==> src/rtl/core/sobel_pkg.sv <==
// ----------------------------------------------------------------------------
// sobel_pkg
// Shared codes, types and the integer square root steps used by the
// Sobel edge magnitude pipeline.
// ----------------------------------------------------------------------------
`default_nettype none

package sobel_pkg;

	localparam logic ACT_PIXEL = 1'b0;
	localparam logic ACT_FLUSH = 1'b1;

	localparam logic REG_WIDTH  = 1'b0;
	localparam logic REG_HEIGHT = 1'b1;

	localparam logic [10:0] WIDTH_RESET  = 11'd1024;
	localparam logic [12:0] HEIGHT_RESET = 13'd768;
	localparam logic [12:0] HEIGHT_LIMIT = 13'd4096;

	localparam logic [20:0] SAT_LEVEL = 21'd65281;

	typedef logic [23:0] rgb_t;
	typedef logic signed [10:0] grad_t;

	// Four digit-by-digit root steps on a 16-bit value: {remainder, partial root}.
	// The upper half starts at bit 14, the lower half continues at bit 6.
	function automatic logic [33:0] isqrt_half(input logic [16:0] rem_in,
		input logic [16:0] res_in, input logic upper);
		logic [16:0] rem;
		logic [16:0] res;
		logic [16:0] bitv;
		rem = rem_in;
		res = res_in;
		bitv = upper ? 17'h04000 : 17'h00040;
		for (int i = 0; i < 4; i++) begin
			if (rem >= res + bitv) begin
				rem = rem - (res + bitv);
				res = (res >> 1) + bitv;
			end else begin
				res = res >> 1;
			end
			bitv = bitv >> 2;
		end
		return {rem, res};
	endfunction

	// Finish the root: {remainder[8:0], root[7:0]}
	function automatic logic [16:0] isqrt_lower(input logic [33:0] part);
		logic [33:0] t;
		t = isqrt_half(part[33:17], part[16:0], 1'b0);
		return {t[25:17], t[7:0]};
	endfunction

endpackage

`default_nettype wire

==> src/rtl/core/sobel_mag.sv <==
// ----------------------------------------------------------------------------
// sobel_mag
// Four-stage magnitude unit: input register, squares and sum, root in two
// halves; rounding and clamp follow the last stage.
// ----------------------------------------------------------------------------
`default_nettype none

module sobel_mag
	import sobel_pkg::*;
(
	input  wire logic       clk,
	input  wire logic       en,
	input  wire grad_t      gx,
	input  wire grad_t      gy,
	output logic [7:0]      mag
);

	grad_t        gx_s3;
	grad_t        gy_s3;
	logic [20:0]  sum_s4;
	logic         sat_s5;
	logic [33:0]  part_s5;
	logic         sat_s6;
	logic [16:0]  root_s6;
	logic signed [21:0] gxe;
	logic signed [21:0] gye;
	logic [7:0]   n;
	logic [8:0]   rem;

	assign gxe = 22'(gx_s3);
	assign gye = 22'(gy_s3);

	always_ff @(posedge clk) begin
		if (en) begin
			gx_s3   <= gx;
			gy_s3   <= gy;
			sum_s4  <= 21'($unsigned(gxe * gxe) + $unsigned(gye * gye));
			sat_s5  <= (sum_s4 >= SAT_LEVEL);
			part_s5 <= isqrt_half({1'b0, sum_s4[15:0]}, 17'd0, 1'b1);
			sat_s6  <= sat_s5;
			root_s6 <= isqrt_lower(part_s5);
		end
	end

	assign n   = root_s6[7:0];
	assign rem = root_s6[16:8];

	// round to nearest: bump when the remainder passes the root
	always_comb begin
		if (sat_s6) begin
			mag = 8'd255;
		end else if (rem > {1'b0, n}) begin
			mag = (n == 8'd255) ? 8'd255 : n + 8'd1;
		end else begin
			mag = n;
		end
	end

endmodule

`default_nettype wire

==> config.mk <==
export PLATFORM = sky130hd
export DESIGN_NAME = sobel_mag
export DESIGN_NICKNAME = d
export VERILOG_FILES = /design/src/rtl/core/sobel_pkg.sv /design/src/rtl/core/sobel_mag.sv
export SDC_FILE = /design/constraint.sdc
export NUM_CORES = 1
export LEC_CHECK = 0
export ABC_AREA = 0
export BUFFER_PORTS_ARGS = -buffer_cell sky130_fd_sc_hd__buf_2
export CAP_MARGIN = 20
export CORE_MARGIN = 3
export CORE_UTILIZATION = 50
export CTS_CLUSTER_SIZE = 12
export DETAILED_ROUTE_END_ITERATION = 8
export GPL_TIMING_DRIVEN = 0
export HOLD_SLACK_MARGIN = 0.1
export PLACE_DENSITY_LB_ADDON = 0.05
export SKIP_LAST_GASP = 1
export SLEW_MARGIN = 20
export SYNTH_ARGS = -nofsm -noshare
export SYNTH_HDL_FRONTEND = slang
export SYNTH_SLANG_ARGS = --single-unit
export TNS_END_PERCENT = 50
==> constraint.sdc <==
create_clock -name clk -period 10.45 [get_ports clk]
set_input_delay 0 -clock clk [delete_from_list [all_inputs] [get_ports clk]]
set_output_delay 0 -clock clk [all_outputs]
set_load 0.01 [all_outputs]
# == Word level (Yosys, flattened, before mapping) ==
# Index checks and enable logic that the tools add are counted.
# totals
regBits,96
word_cells,76
# classes
eq_ne,1
mul,2
addsub,24
n_lt_le_gt_ge,10
mux,31
# ops
op,n
$mux 17,24
$ge 17x17->1,7
$sub 17x17->17,6
$mul 11x11->21,2
$mux 8,4
$add 21x21->21,1
$ge 21x16->1 const B,1
$add 16x11->17 const B,1
$add 16x13->17 const B,1
$add 16x3->17 const B,1
$add 16x5->17 const B,1
$add 16x7->17 const B,1
$add 16x9->17 const B,1
$add 17x1->17 const B,1
$add 17x11->17 const B,1
$add 17x13->17 const B,1
$add 17x3->17 const B,1
$add 17x5->17 const B,1
$add 17x7->17 const B,1
$add 17x9->17 const B,1
$sub 16x15->17 const B,1
$add 8x1->8 const B,2
$ge 16x15->1 const B,1
$mux 16,1
other kinds (5),5

# == Depth between registers and ports, before layout ==
# logic_depth
word_depth,15
depth_mapped,44
ltp_nobuf,40

# == Least setup slack after synthesis ==
# No wires, ideal clock.
# synth_timing
kind,register to register
startpoint,register part_s5[8]
endpoint,register root_s6[13] (data pin)
setup_ns,0.261
arrival_time_ns,7.676
stages_incl_launch_ff,39
slack_ns,2.513
cell_sequence,edfxtp_1 -> inv_1 -> ha_1 -> o211ai_1 -> o21a_1 -> o211ai_2 -> buf_2 -> nor2_1 -> a21oi_1 -> ha_1 -> a21oi_1 -> o21a_1 -> nand2_1 -> o21ai_1 -> nand4_2 -> nor3_2 -> buf_2 -> mux2_2 -> [... 3 more ...] -> nor4_2 -> nand3_2 -> clkbuf_1 -> nor2_1 -> or2_2 -> inv_1 -> ha_1 -> clkbuf_1 -> nand4_1 -> nor2_1 -> a41oi_1 -> o211a_1 -> nand4_1 -> a311oi_1 -> nand4_1 -> buf_2 -> nor2_1 -> a21oi_1
# synth_via
elab_chain_cells,15
elab_cells_between_ends,28
# synth_rtl
element,line,source
"start, declared",sobel_mag.sv:22,logic [33:0] part_s5;
"start signal, assigned",sobel_mag.sv:39,"part_s5 <= isqrt_half({1'b0, sum_s4[15:0]}, 17'd0, 1'b1);"
$add 17x7->17,"sobel_pkg.sv:36, sobel_pkg.sv:37",
$ge 17x17->1,sobel_pkg.sv:36,if (rem >= res + bitv) begin
$mux 17,sobel_pkg.sv:36,
$mux 17,sobel_mag.sv:34,if (en) begin
$add 17x5->17,"sobel_pkg.sv:36, sobel_pkg.sv:37",
$ge 17x17->1,sobel_pkg.sv:36,
$mux 17,sobel_pkg.sv:36,
$mux 17,sobel_mag.sv:34,
$add 17x3->17,"sobel_pkg.sv:36, sobel_pkg.sv:37",
$ge 17x17->1,sobel_pkg.sv:36,
$mux 17,sobel_pkg.sv:36,
$mux 17,sobel_mag.sv:34,
$add 17x1->17,sobel_pkg.sv:37,rem = rem - (res + bitv);
$ge 17x17->1 / $sub 9x9->9 (equally long branches),"sobel_pkg.sv:36, sobel_pkg.sv:37",
$mux 9 (*),sobel_pkg.sv:36,
"end signal, assigned",sobel_mag.sv:41,root_s6 <= isqrt_lower(part_s5);
"end, declared",sobel_mag.sv:24,logic [16:0] root_s6;
# Mark *: on every way between the ends. The rest lies on a longest branch, timed or not. The select of a mux whose other input is x is not followed.
# A chain may end at the register's enable or synchronous reset.

# == Worst setup path in the final report ==
# layout_timing
startpoint,register part_s5[8]
endpoint,register root_s6[15] (data pin)
# Same word-level chain as after synthesis.

==> results by group <==
CTS
  • Clk root buf: clkbuf_16
  • Clock-pin slew on the worst setup and hold paths: 0.08 ns
  • Clk_lat worst skew: 0.36 ns
  • H-tree levels: 3
  • TritonCTS clock tree: yes
  • Clk buf depth: 2
  • Cts bufs inserted: 9
  • CTS sink cnt: 83

Detailed routing
  • Final WL: 31100 um
  • Via density: 5.11
  • Wirelength per Cell: between 15 and 20 um
  • Final ANT Viol Nets: 0
  • DR DRC count: 0
  • DRT Pass-1 Iters: 4
  • Initial drt markers: 533
  • Via count: just under 10000

Logic synthesis
  • Top post-synthesis cells by area: fa_1 (32%), edfxtp_1 (18%), ha_1 (12%)
  • Synth cell types: 76
  • Share of the synthesized area in the top cell type: 0.318
  • Mapped cell area: 14200 um^2
  • Post-Syn Area per Cell: 9.78 um^2
  • Ranking of synthesized cells by instance count: inv_1 (324), fa_1 (226), ha_1 (139)
  • Sequential area share after synthesis: 0.175
  • FFs w/ async S/R, synth: 0
  • #FFs+latches synth: 83
  • EDFF count, synth: 83
  • Main synth FF type: edfxtp_1
  • Post-Syn Nets: 1845
  • Synthesized instance count: between 1000 and 1500
  • Dominant cell type by area after synthesis: fa_1
  • Yosys warns: 0
  • Most common cell in the netlist: inv_1

Floorplan
  • Std-Cell Rows: 61
  • Top-Level Pins: 32
  • Die area: 30500 um^2
  • Initial Util: 0.510
  • Die Y-Extent: 175 um
  • Die Width: roughly 170 um
  • Core ar.: 27900 um^2

GRT
  • M1 GR Usage: 0.299
  • GRT busiest layer: met2
  • Met3 usage: 0.0180
  • Met2 Track Usage GR: 0.378
  • Global-route wire length before repair: approximately 53000 um
  • Initial antenna violation count: 0
  • Largest net degree at the start of global routing: 61
  • Number of global-route vias before repair: 10400
  • Tot GR Track Use: 0.218
  • Grt ovf: 0

Status
  • Status: finished, final reports clean

Layout
  • Nets: 1912
  • Ant diodes: 0
  • Synthesis-to-layout area growth: 8.45%
  • Layout cell share with drive strength beyond 1: 0.0602
  • Final core occ: 0.553

Timing
  • Final period utilization: 0.933
  • Tightest Pin Transition: slightly below 0.8 ns
  • Final hold violations: 0
  • Final setup fails: 0
  • Max-slew headroom: 0.474
  • Unrepaired setup endpoints after global routing: false
  • Setup TNS: 0 ns
  • Final hold slack: 0.107 ns
  • Pins over their slew limit: 0
  • Tmin final: 9.75 ns
  • Fmax: just over 100 MHz
  • Setup slack after layout: 0.696 ns
  • Setup Skew: around 0.017 ns

Critical path
  • Worst endpoint required time: 10.54 ns
  • Crit path DAT: 9.84 ns
  • CP Launch Type: flip-flop
  • Worst-path fanout max: 11
  • Worst stage delay on the critical path: 0.42 ns
  • Critical path class: flip-flop to flip-flop
  • Crit. End Element: flip-flop
  • Critical Path Slowest Stage Cell: ha_1

Place
  • PortBufs: 31
  • Final HPWL DP: 26700 um
  • Worst slack, placed: between 0.5 and 0.6 ns
  • GP Congestion: roughly 0.90

Hold path
  • Worst hold path type: input port to flip-flop

Job
  • Count of maximum capacitance violations: 0
==> per-stage QoR <==
stage | cells | instance area (um^2)
after floorplan | 1456 | 14200
after global placement | 1865 | 14900
after detailed placement | 1866 | 14900
after CTS | 1904 | 15400
after global routing | 1906 | 15400
final | 1906 | 15400
==> critical path, delay by kind of cell, from the launching register on <==
| family | cells | cell delay [ns] |
|---|---|---|
| compound gates | 12 | 2.67 |
| fa+ha+maj | 4 | 1.30 |
| flops | 1 | 0.39 |
| buf+inv | 9 | 1.90 |
| simple gates | 17 | 3.18 |
==> placed cells by master (no fill, tap or decap), types with 22 or more instances in the layout <==
cell type and n:
dlygate4sd3_1 22, a21oi_1 57, nor2_1 64, nand2_1 96, ha_1 139, nor2b_1 27
fa_1 226, edfxtp_1 83, xnor2_1 75, inv_1 324, clkbuf_1 30, o21ai_0 24
buf_2 36, and2_1 57
==> cell type report <==
type | count | area, um^2
fillers | 2584 | 12500
multi-input cells | 1008 | 10400
flip-flops and latches | 83 | 2490
inverters | 328 | 1230
well taps | 378 | 473
repair buffers | 56 | 420
clock buffers | 9 | 225
plain buffers | 37 | 154
clock inverters | 7 | 70.1
==> final timing paths <==
check                           startpoint     endpoint  slack [ns]  depth (start not counted)
worst min-delay path                    en     gx_s3[0]        0.11                          1
worst max register to register  part_s5[8]  root_s6[15]        0.70                         42
worst max-delay path            part_s5[8]  root_s6[15]        0.70                         42
worst min register to register      sat_s5       sat_s6        0.43                          0
==> timing repair <==
action	in CTS	in global routing
setup endpoints to repair	0	10
hold endpoints to repair	22	0
gates resized for setup	0	3
hold buffers	22	0
buffers inserted	0	2
==> cells by family after synthesis <==
logic type,share of synthesized area
compound gates,0.0932
xor+xnor,0.0572
fa+ha+maj,0.440
buf+inv,0.0973
flops,0.175
mux,0.00958
simple gates,0.128
==> registers in the layout, summed over array words and instances, names as in the netlist <==
name     flops
sat_s5       1
gy_s3       11
gx_s3       11
root_s6     17
sum_s4      21
part_s5     21
sat_s6       1
==> routing by layer <==
metal | routed length, um | vias up
met4 | 579 | 0
met3 | 477 | 29
met5 | 0 | -
met2 | 15300 | 96
met1 | 14800 | 4796
li1 | - | 4817
Power is not shown: default switching activity piles up to over one toggle a cycle in this logic, so the estimate is an artifact.
